`src/sv/stnt_pkg.sv`:
```
// ----------------------------------------------------------------------------
// stnt_pkg
// Shared types, constants and helpers for the sorted top-N score table.
// ----------------------------------------------------------------------------
`default_nettype none

package stnt_pkg;

  localparam int TABLE_DEPTH = 16;
  localparam int AW          = $clog2(TABLE_DEPTH);
  localparam int CW          = AW + 1;

  localparam int ACT_W = 2;
  localparam int IDX_W = 4;
  localparam int VAL_W = 32;
  localparam int POS_W = 5;

  localparam logic [POS_W-1:0] NO_POS    = POS_W'(16);
  localparam logic [AW-1:0]    LAST_ADDR = AW'(TABLE_DEPTH - 1);
  localparam logic [AW-1:0]    LAST_PASS = AW'(TABLE_DEPTH - 2);

  typedef enum logic [ACT_W-1:0] {
    ACT_LOAD   = 2'd0,
    ACT_SORT   = 2'd1,
    ACT_INSERT = 2'd2,
    ACT_READ   = 2'd3
  } act_e;

  typedef struct packed {
    logic signed [VAL_W-1:0] read_value;
    logic [POS_W-1:0]        insert_position;
    logic                    inserted;
  } res_t;

  typedef struct packed {
    logic             we;
    logic [AW-1:0]    waddr;
    logic [VAL_W-1:0] wdata;
    logic             re;
    logic [AW-1:0]    raddr;
  } ram_req_t;

  function automatic logic idx_in_range(input logic [IDX_W-1:0] idx);
    logic [IDX_W+AW-1:0] ext;
    ext = {{AW{1'b0}}, idx};
    return ext < (IDX_W + AW)'(TABLE_DEPTH);
  endfunction

  function automatic logic [AW-1:0] idx_to_addr(input logic [IDX_W-1:0] idx);
    logic [IDX_W+AW-1:0] ext;
    ext = {{AW{1'b0}}, idx};
    return ext[AW-1:0];
  endfunction

  function automatic logic [POS_W-1:0] pos_to_out(input logic [AW-1:0] p);
    logic [POS_W+AW-1:0] ext;
    ext = {{POS_W{1'b0}}, p};
    return ext[POS_W-1:0];
  endfunction

endpackage

`default_nettype wire

```
`src/sv/stnt_if.sv`:
```
// ----------------------------------------------------------------------------
// stnt_if
// Valid/ready channels for action requests and their results.
// ----------------------------------------------------------------------------
`default_nettype none

interface stnt_in_if import stnt_pkg::*; ();
  logic                    valid;
  logic                    ready;
  logic [ACT_W-1:0]        action;
  logic [IDX_W-1:0]        index;
  logic signed [VAL_W-1:0] value;

  modport source (output valid, action, index, value, input ready);
  modport sink   (input valid, action, index, value, output ready);
endinterface

interface stnt_out_if import stnt_pkg::*; ();
  logic                    valid;
  logic                    ready;
  logic signed [VAL_W-1:0] read_value;
  logic [POS_W-1:0]        insert_position;
  logic                    inserted;

  modport source (output valid, read_value, insert_position, inserted, input ready);
  modport sink   (input valid, read_value, insert_position, inserted, output ready);
endinterface

`default_nettype wire

```
`src/sv/sorted_top_n_table.sv`:
```
// ----------------------------------------------------------------------------
// sorted_top_n_table
// Descending score table in RAM with load, sort, insert and read actions.
// ----------------------------------------------------------------------------
// One action in flight; the next is taken in the cycle after the result moves
// to the output register, while that result may still wait there. Insert and
// sort are bound by the single RAM read port, one entry a cycle outside the
// swap writes between sort passes. Reset clears per-entry valid flags, so the
// table reads as zero at once.
`default_nettype none

module sorted_top_n_table import stnt_pkg::*; (
  input  wire logic clk_i,
  input  wire logic rst_ni,
  stnt_in_if.sink   in_i,
  stnt_out_if.source out_o
);

  logic             res_valid;
  logic             res_ready;
  res_t             res;
  ram_req_t         ram_req;
  logic [VAL_W-1:0] ram_rdata;
  logic             out_valid_q;
  res_t             out_q;

  stnt_ctrl u_ctrl (
    .clk_i       (clk_i),
    .rst_ni      (rst_ni),
    .in_i        (in_i),
    .res_valid_o (res_valid),
    .res_o       (res),
    .res_ready_i (res_ready),
    .ram_o       (ram_req),
    .ram_rdata_i (ram_rdata)
  );

  stnt_ram #(
    .WIDTH (VAL_W),
    .DEPTH (TABLE_DEPTH)
  ) u_ram (
    .clk_i   (clk_i),
    .we_i    (ram_req.we),
    .waddr_i (ram_req.waddr),
    .wdata_i (ram_req.wdata),
    .re_i    (ram_req.re),
    .raddr_i (ram_req.raddr),
    .rdata_o (ram_rdata)
  );

  assign res_ready = !out_valid_q || out_o.ready;

  always_ff @(posedge clk_i or negedge rst_ni) begin
    if (!rst_ni) begin
      out_valid_q <= 1'b0;
      out_q       <= '0;
    end else if (res_valid && res_ready) begin
      out_valid_q <= 1'b1;
      out_q       <= res;
    end else if (out_o.ready) begin
      out_valid_q <= 1'b0;
    end
  end

  assign out_o.valid           = out_valid_q;
  assign out_o.read_value      = out_q.read_value;
  assign out_o.insert_position = out_q.insert_position;
  assign out_o.inserted        = out_q.inserted;

endmodule

`default_nettype wire

```
`src/sv/stnt_ram.sv`:
```
// ----------------------------------------------------------------------------
// stnt_ram
// Simple dual-port synchronous RAM, one write and one registered read port.
// ----------------------------------------------------------------------------
`default_nettype none

module stnt_ram #(
  parameter int WIDTH = 32,
  parameter int DEPTH = 16,
  localparam int AddrW = $clog2(DEPTH)
) (
  input  wire logic             clk_i,
  input  wire logic             we_i,
  input  wire logic [AddrW-1:0] waddr_i,
  input  wire logic [WIDTH-1:0] wdata_i,
  input  wire logic             re_i,
  input  wire logic [AddrW-1:0] raddr_i,
  output logic      [WIDTH-1:0] rdata_o
);

  logic [WIDTH-1:0] mem [DEPTH];

  always_ff @(posedge clk_i) begin
    if (we_i) begin
      mem[waddr_i] <= wdata_i;
    end
  end

  always_ff @(posedge clk_i) begin
    if (re_i) begin
      rdata_o <= mem[raddr_i];
    end
  end

endmodule

`default_nettype wire

```
`src/sv/stnt_ctrl.sv`:
```
// ----------------------------------------------------------------------------
// stnt_ctrl
// Action sequencer: single-entry load and read; read-modify-write walks over
// the RAM for ripple insert and selection sort. Valid flags give reset zeros.
// ----------------------------------------------------------------------------
`default_nettype none

module stnt_ctrl import stnt_pkg::*; (
  input  wire logic             clk_i,
  input  wire logic             rst_ni,
  stnt_in_if.sink               in_i,
  output logic                  res_valid_o,
  output res_t                  res_o,
  input  wire logic             res_ready_i,
  output ram_req_t              ram_o,
  input  wire logic [VAL_W-1:0] ram_rdata_i
);

  typedef enum logic [2:0] {
    ST_IDLE,
    ST_RD,
    ST_INS,
    ST_SORT,
    ST_SW1,
    ST_SW2,
    ST_DONE
  } state_e;

  localparam res_t RES_NONE = '{read_value: '0, insert_position: NO_POS, inserted: 1'b0};

  state_e                  state_q, state_d;
  logic [CW-1:0]           r_q, r_d;
  logic                    pv_q, pv_d;
  logic [AW-1:0]           pa_q, pa_d;
  logic                    rok_q, rok_d;
  logic signed [VAL_W-1:0] s_q, s_d;
  logic                    found_q, found_d;
  logic signed [VAL_W-1:0] carry_q, carry_d;
  logic [AW-1:0]           pos_q, pos_d;
  logic [AW-1:0]           i_q, i_d;
  logic signed [VAL_W-1:0] best_q, best_d;
  logic [AW-1:0]           bidx_q, bidx_d;
  logic signed [VAL_W-1:0] oldi_q, oldi_d;
  logic [TABLE_DEPTH-1:0]  vld_q, vld_d;
  res_t                    res_q, res_d;
  logic signed [VAL_W-1:0] entry;

  assign entry       = vld_q[pa_q] ? $signed(ram_rdata_i) : '0;
  assign in_i.ready  = (state_q == ST_IDLE);
  assign res_valid_o = (state_q == ST_DONE);
  assign res_o       = res_q;

  always_comb begin
    state_d = state_q;
    r_d     = r_q;
    pv_d    = pv_q;
    pa_d    = pa_q;
    rok_d   = rok_q;
    s_d     = s_q;
    found_d = found_q;
    carry_d = carry_q;
    pos_d   = pos_q;
    i_d     = i_q;
    best_d  = best_q;
    bidx_d  = bidx_q;
    oldi_d  = oldi_q;
    vld_d   = vld_q;
    res_d   = res_q;
    ram_o.we    = 1'b0;
    ram_o.waddr = pa_q;
    ram_o.wdata = carry_q;
    ram_o.re    = 1'b0;
    ram_o.raddr = r_q[AW-1:0];

    // read issue for the scanning walks
    if ((state_q == ST_INS || state_q == ST_SORT) && r_q < CW'(TABLE_DEPTH)) begin
      ram_o.re = 1'b1;
      pv_d     = 1'b1;
      pa_d     = r_q[AW-1:0];
      r_d      = r_q + CW'(1);
    end else if (state_q == ST_INS || state_q == ST_SORT) begin
      pv_d = 1'b0;
    end

    case (state_q)
      ST_IDLE: begin
        if (in_i.valid) begin
          res_d = RES_NONE;
          case (act_e'(in_i.action))
            ACT_LOAD: begin
              ram_o.we    = idx_in_range(in_i.index);
              ram_o.waddr = idx_to_addr(in_i.index);
              ram_o.wdata = in_i.value;
              state_d     = ST_DONE;
            end
            ACT_READ: begin
              ram_o.re    = 1'b1;
              ram_o.raddr = idx_to_addr(in_i.index);
              pa_d        = idx_to_addr(in_i.index);
              rok_d       = idx_in_range(in_i.index);
              state_d     = ST_RD;
            end
            ACT_INSERT: begin
              s_d     = in_i.value;
              found_d = 1'b0;
              r_d     = '0;
              pv_d    = 1'b0;
              state_d = ST_INS;
            end
            ACT_SORT: begin
              i_d     = '0;
              r_d     = '0;
              pv_d    = 1'b0;
              state_d = ST_SORT;
            end
            default: begin
              state_d = ST_DONE;
            end
          endcase
        end
      end
      ST_RD: begin
        res_d.read_value = rok_q ? entry : '0;
        state_d          = ST_DONE;
      end
      ST_INS: begin
        if (pv_q) begin
          if (!found_q && s_q > entry) begin
            ram_o.we    = 1'b1;
            ram_o.wdata = s_q;
            carry_d     = entry;
            found_d     = 1'b1;
            pos_d       = pa_q;
          end else if (found_q) begin
            // ripple the displaced entries down one place
            ram_o.we = 1'b1;
            carry_d  = entry;
          end
          if (pa_q == LAST_ADDR) begin
            res_d.inserted        = found_d;
            res_d.insert_position = found_d ? pos_to_out(pos_d) : NO_POS;
            state_d               = ST_DONE;
          end
        end
      end
      ST_SORT: begin
        if (pv_q) begin
          if (pa_q == i_q) begin
            best_d = entry;
            bidx_d = i_q;
            oldi_d = entry;
          end else if (entry > best_q) begin
            best_d = entry;
            bidx_d = pa_q;
          end
          if (pa_q == LAST_ADDR) begin
            state_d = ST_SW1;
          end
        end
      end
      ST_SW1: begin
        ram_o.we    = 1'b1;
        ram_o.waddr = i_q;
        ram_o.wdata = best_q;
        state_d     = ST_SW2;
      end
      ST_SW2: begin
        ram_o.we    = 1'b1;
        ram_o.waddr = bidx_q;
        ram_o.wdata = oldi_q;
        if (i_q == LAST_PASS) begin
          state_d = ST_DONE;
        end else begin
          i_d     = i_q + AW'(1);
          r_d     = CW'(i_q) + CW'(1);
          pv_d    = 1'b0;
          state_d = ST_SORT;
        end
      end
      ST_DONE: begin
        if (res_ready_i) begin
          state_d = ST_IDLE;
        end
      end
      default: begin
        state_d = ST_IDLE;
      end
    endcase

    if (ram_o.we) begin
      vld_d[ram_o.waddr] = 1'b1;
    end
  end

  always_ff @(posedge clk_i or negedge rst_ni) begin
    if (!rst_ni) begin
      state_q <= ST_IDLE;
      r_q     <= '0;
      pv_q    <= 1'b0;
      pa_q    <= '0;
      rok_q   <= 1'b0;
      s_q     <= '0;
      found_q <= 1'b0;
      carry_q <= '0;
      pos_q   <= '0;
      i_q     <= '0;
      best_q  <= '0;
      bidx_q  <= '0;
      oldi_q  <= '0;
      vld_q   <= '0;
      res_q   <= RES_NONE;
    end else begin
      state_q <= state_d;
      r_q     <= r_d;
      pv_q    <= pv_d;
      pa_q    <= pa_d;
      rok_q   <= rok_d;
      s_q     <= s_d;
      found_q <= found_d;
      carry_q <= carry_d;
      pos_q   <= pos_d;
      i_q     <= i_d;
      best_q  <= best_d;
      bidx_q  <= bidx_d;
      oldi_q  <= oldi_d;
      vld_q   <= vld_d;
      res_q   <= res_d;
    end
  end

  a_scan_only: assert property (@(posedge clk_i) disable iff (!rst_ni)
    pv_q |-> (state_q == ST_INS || state_q == ST_SORT))
    else $error("read pending outside a table walk");

  a_no_clash: assert property (@(posedge clk_i) disable iff (!rst_ni)
    (ram_o.we && ram_o.re) |-> (ram_o.waddr != ram_o.raddr))
    else $error("RAM read and write collide on one entry");

  a_found_holds: assert property (@(posedge clk_i) disable iff (!rst_ni)
    (found_q && state_q == ST_INS) |=> found_q)
    else $error("insert position lost mid-walk");

  a_res_hold: assert property (@(posedge clk_i) disable iff (!rst_ni)
    (state_q == ST_DONE && !res_ready_i) |=> (state_q == ST_DONE && $stable(res_q)))
    else $error("result dropped before hand-off");

endmodule

`default_nettype wire

```
`src/flat_wrapper.sv`:
```
// flat-port wrapper written by rule: the top's interface ports become plain ports
module sorted_top_n_table_flat import stnt_pkg::*;
  (clk_i, rst_ni, in_i_valid, in_i_action, in_i_index, in_i_value, in_i_ready, out_o_valid, out_o_read_value, out_o_insert_position, out_o_inserted, out_o_ready);
  stnt_in_if in_i_i ();
  stnt_out_if out_o_i ();
  input  wire logic clk_i;
  input  wire logic rst_ni;
  input wire logic [$bits(in_i_i.valid)-1:0] in_i_valid;
  input wire logic [$bits(in_i_i.action)-1:0] in_i_action;
  input wire logic [$bits(in_i_i.index)-1:0] in_i_index;
  input wire logic [$bits(in_i_i.value)-1:0] in_i_value;
  output wire logic [$bits(in_i_i.ready)-1:0] in_i_ready;
  output wire logic [$bits(out_o_i.valid)-1:0] out_o_valid;
  output wire logic [$bits(out_o_i.read_value)-1:0] out_o_read_value;
  output wire logic [$bits(out_o_i.insert_position)-1:0] out_o_insert_position;
  output wire logic [$bits(out_o_i.inserted)-1:0] out_o_inserted;
  input wire logic [$bits(out_o_i.ready)-1:0] out_o_ready;
  assign in_i_i.valid = in_i_valid;
  assign in_i_i.action = in_i_action;
  assign in_i_i.index = in_i_index;
  assign in_i_i.value = in_i_value;
  assign in_i_ready = in_i_i.ready;
  assign out_o_valid = out_o_i.valid;
  assign out_o_read_value = out_o_i.read_value;
  assign out_o_insert_position = out_o_i.insert_position;
  assign out_o_inserted = out_o_i.inserted;
  assign out_o_i.ready = out_o_ready;
  sorted_top_n_table u_core (.clk_i(clk_i), .rst_ni(rst_ni), .in_i(in_i_i), .out_o(out_o_i));
endmodule
```
`config.mk`:
```
export PLATFORM = sky130hd
export DESIGN_NAME = sorted_top_n_table_flat
export DESIGN_NICKNAME = d
export VERILOG_FILES = /design/src/sv/stnt_pkg.sv /design/src/sv/stnt_if.sv /design/src/sv/sorted_top_n_table.sv /design/src/sv/stnt_ram.sv /design/src/sv/stnt_ctrl.sv /design/src/flat_wrapper.sv
export SDC_FILE = /design/constraint.sdc
export NUM_CORES = 1
export LEC_CHECK = 0
export ABC_CLOCK_PERIOD_IN_PS = 7250
export BUFFER_PORTS_ARGS = -buffer_cell sky130_fd_sc_hd__buf_2
export CORE_UTILIZATION = 30
export DETAILED_ROUTE_END_ITERATION = 8
export SKIP_LAST_GASP = 1
export SLEW_MARGIN = 20
export SYNTH_ARGS = -nofsm -noshare
export SYNTH_HDL_FRONTEND = slang
export SYNTH_HIERARCHICAL = 1
export SYNTH_SLANG_ARGS = --single-unit
export TNS_END_PERCENT = 1
```
`constraint.sdc`:
```
create_clock -name clk_i -period 7.25 [get_ports clk_i]
set_clock_uncertainty 0.2 [all_clocks]
set_input_delay 1.45 -clock clk_i [delete_from_list [all_inputs] [get_ports clk_i]]
set_output_delay 1.45 -clock clk_i [all_outputs]
set_load 0.1 [all_outputs]
```
==> out/results.tsv <==
stage	metric	value	unit
finish	drive_above_1_share	0.261	
drt	routed_wl	85200	microns
synthesis	synth.avg_cell_area	15.6	sq um
place	place_congestion	0.893	
worst_setup_path	critPathLaunch	u_core/u_ctrl/pa_q[0]$_DFF_PN0_	
die	io_pins	82	
synthesis	syn-num-nets	2275	
die	die_area	114000	sq um
timing	worst_pin_slew	1070	ps
synthesis	synth_flop_cell	edfxtp_1	
die	start_util	0.304	
drt	drt_iter0_markers	1614	
synthesis	syn-cell-area	33700	sq um
finish	nets	2390	
finish	area_growth	15.3	%
die	die_w	337	microns
clocking	clk_pin_slew_worst_paths	60	ps
worst_setup_path	path_max_fanout	32	
clocking	cts_sinks	792	
timing	min_period_over_period	0.891	
finish	num_antenna_cells	0	
global_routing	antenna_found_initial	0	
global_routing	grt_max_degree	158	
die	fp-row-count	122	
finish	n_fill_cell	10500	
worst_setup_path	reg2reg_from	u_core/u_ctrl/pa_q[0]$_DFF_PN0_	
global_routing	grt.met3_usage	0.0229	
clocking	cts_buffer_depth	3	
drt	drt_first_pass_iters	6	
clocking	clock_latency	660	ps
timing	hold_viol_final	0	
timing	rsz0062_at_grt	no	
worst_setup_path	cp-start-kind	flip-flop	
timing	setup_violations	0	
global_routing	grt_use_met2	0.247	
clocking	cts_hold_buffers	0	
synthesis	synth_seq_cells	792	
drt	viasPerCell	5.10	
global_routing	grt-ovfl-total	0	
timing	relSlewSlack	0.287	
min_path	hold_class	reg -> reg	
timing	setup_slack	793	ps
synthesis	yosysWarningCount	6	
worst_setup_path	crit_path_end_kind	flip-flop	
finish	fin_area	38900	sq um
run_status	status	finished, final reports clean	
clocking	cts-htree-levels	3	
place	dp_slack	657	ps
worst_setup_path	r2r-end	u_core/u_ram/mem[5][9]$_DFFE_PP_	
drt	num_vias	19500	
place	port_buffers	81	
die	die_h	337	microns
synthesis	async_reset_ff_frac	0.313	
clocking	cts_made_buffers	83	
worst_setup_path	required	7390	ps
clocking	cts.repair.resized	0	
worst_setup_path	crit_arrival	6590	ps
worst_setup_path	r2r_setup_slack	790	ps
place	place_area	36200	sq um
timing	hold_slack	281	ps
timing	fmax	155	MHz
clocking	cts_setup_buffers	0	
synthesis	syn_inst	2161	
synthesis	ys_types	65	
global_routing	grt_pass1_vias	20500	
timing	slew_viol_final	0	
global_routing	grt.busiest_layer	met2	
global_routing	grt_use_total	0.151	
timing	fin_setup_tns	0	ps
clocking	cts_root_buf	clkbuf_16	
clocking	cts_tree	yes	
worst_setup_path	crit_end	u_core/u_ram/mem[5][9]$_DFFE_PP_	
drt	ant_nets	0	
global_routing	grt_first_pass_wirelength	130000	microns
place	dp_hpwl	54800	microns
worst_setup_path	worstSetupPathType	reg -> reg	
global_routing	met1_usage	0.206	
drt	wire_per_inst	22.3	microns
timing	finalCriticalPeriod	6460	ps
flow_run	cap_violations	0	
synthesis	synth_edf_count	544	
synthesis	ys_seq_area_frac	0.669	
drt	drc	0	
die	core_area	111000	sq um
worst_setup_path	rr_worst_depth	13	
[Yosys cell counts, drive strengths merged (35+ instances only)]
master / n / area, sq um
dfrtp: 247 / 6180
a21oi: 89 / 445
buf: 46 / 289
nor2: 35 / 131
mux2: 147 / 1750
mux2i: 40 / 400
clkbuf: 79 / 297
a22oi: 65 / 488
ha: 72 / 901
inv: 75 / 282
o21ai: 130 / 651
mux4: 133 / 3000
nand2: 242 / 911
edfxtp: 544 / 16300
[registers in the layout, summed over array words and instances, names as in the netlist, 3 cells and up]
| register | count |
|---|---|
| u_core/u_ctrl/vld_q | 16 |
| u_core/u_ctrl/best_q | 32 |
| u_core/u_ctrl/res_o | 38 |
| u_core/u_ram/mem | 512 |
| u_core/u_ctrl/s_q | 32 |
| u_core/u_ctrl/r_q | 5 |
| u_core/u_ctrl/carry_q | 32 |
| u_core/u_ctrl/pos_q | 4 |
| u_core/u_ram/rdata_o | 32 |
| u_core/u_ctrl/state_q | 3 |
| u_core/out_o.read_value | 32 |
| u_core/u_ctrl/i_q | 4 |
| u_core/u_ctrl/bidx_q | 4 |
| u_core/u_ctrl/pa_q | 4 |
| u_core/u_ctrl/oldi_q | 32 |
| u_core/out_o.insert_position | 5 |
[worst max-delay path, stage by stage (launching register included)]
cell,delay (ps)
dfrtp_1,670
mux4_2,590
mux4_2,830
nand2_1,290
ha_1,180
nand4_1,190
nor4_2,630
a21boi_2,260
o41a_2,190
nor4b_1,90
o21ai_1,580
nand3b_1,440
nor2_4,670
buf_4,320
[layout make-up]
cell class	count	area [sq um]	share of cell area
timing repair buffer	155	1090	0.0281
multi-input combinational	1169	10500	0.270
tap	1488	1860	0.0479
inverter	75	282	0.00725
sequential	792	22500	0.580
clock buffer	113	2250	0.0579
clock inverter	34	330	0.00850
[cell usage in the layout (no fill, tap or decap), drive strengths merged, types with 5 or more instances in the layout]
master     n
edfxtp   544
dfrtp    247
nand2    242
buf      155
mux2     147
mux4     133
o21ai    130
clkbuf   113
a21oi     89
inv       79
ha        72
a22oi     65
mux2i     40
nor2      35
o32ai     32
a2bb2oi   32
clkinv    27
nand3     19
nor3      15
nand4     13
o21bai    13
xnor2      7
nand2b     7
o22ai      6
nor2b      6
a31o       5
nor4       5
and2       5
[routing by layer]
| metal | share of wire | vias to the layer above |
|---|---|---|
| met4 | 0.024 | 0 |
| met5 | 0 | - |
| met3 | 0.049 | 146 |
| li1 | - | 8574 |
| met1 | 0.45 | 10200 |
| met2 | 0.48 | 585 |
[worst min-delay path by stage]
stage | from | end | slack (ps) | cells after the start
detailed placement | u_core/u_ctrl/vld_q[14]$_DFFE_PN0P_ | u_core/u_ctrl/vld_q[14]$_DFFE_PN0P_ | 260 | 1
floorplan | u_core/u_ctrl/vld_q[1]$_DFFE_PN0P_ | u_core/u_ctrl/vld_q[1]$_DFFE_PN0P_ | 240 | 1
global placement | u_core/u_ctrl/vld_q[9]$_DFFE_PN0P_ | u_core/u_ctrl/vld_q[9]$_DFFE_PN0P_ | 250 | 1
global route | u_core/u_ctrl/vld_q[13]$_DFFE_PN0P_ | u_core/u_ctrl/vld_q[13]$_DFFE_PN0P_ | 290 | 1
finish | u_core/u_ctrl/vld_q[4]$_DFFE_PN0P_ | u_core/u_ctrl/vld_q[4]$_DFFE_PN0P_ | 280 | 1
CTS | u_core/u_ctrl/vld_q[14]$_DFFE_PN0P_ | u_core/u_ctrl/vld_q[14]$_DFFE_PN0P_ | 270 | 1
[cell families (layout without fill, tap and decap cells)]
logic type	after synthesis	in the layout	share of synthesized area
AO/OA/AOI/OAI	400	400	0.0759
XOR/XNOR	9	9	0.00234
adder cells (fa/ha/maj)	72	72	0.0267
buffers and inverters	200	377	0.0257
flip-flops	792	792	0.669
multiplexers	320	320	0.153
AND/OR/NAND/NOR	368	368	0.0478
[metrics by stage]
step / std cells / util
final: 3826 / 0.350
after global routing: 3826 / 0.350
after CTS: 3825 / 0.350
after detailed placement: 3678 / 0.327
after global placement: 3678 / 0.327
after floorplan: 2161 / -
Power is not shown: default switching activity piles up to over one toggle a cycle in this logic, so the estimate is an artifact.
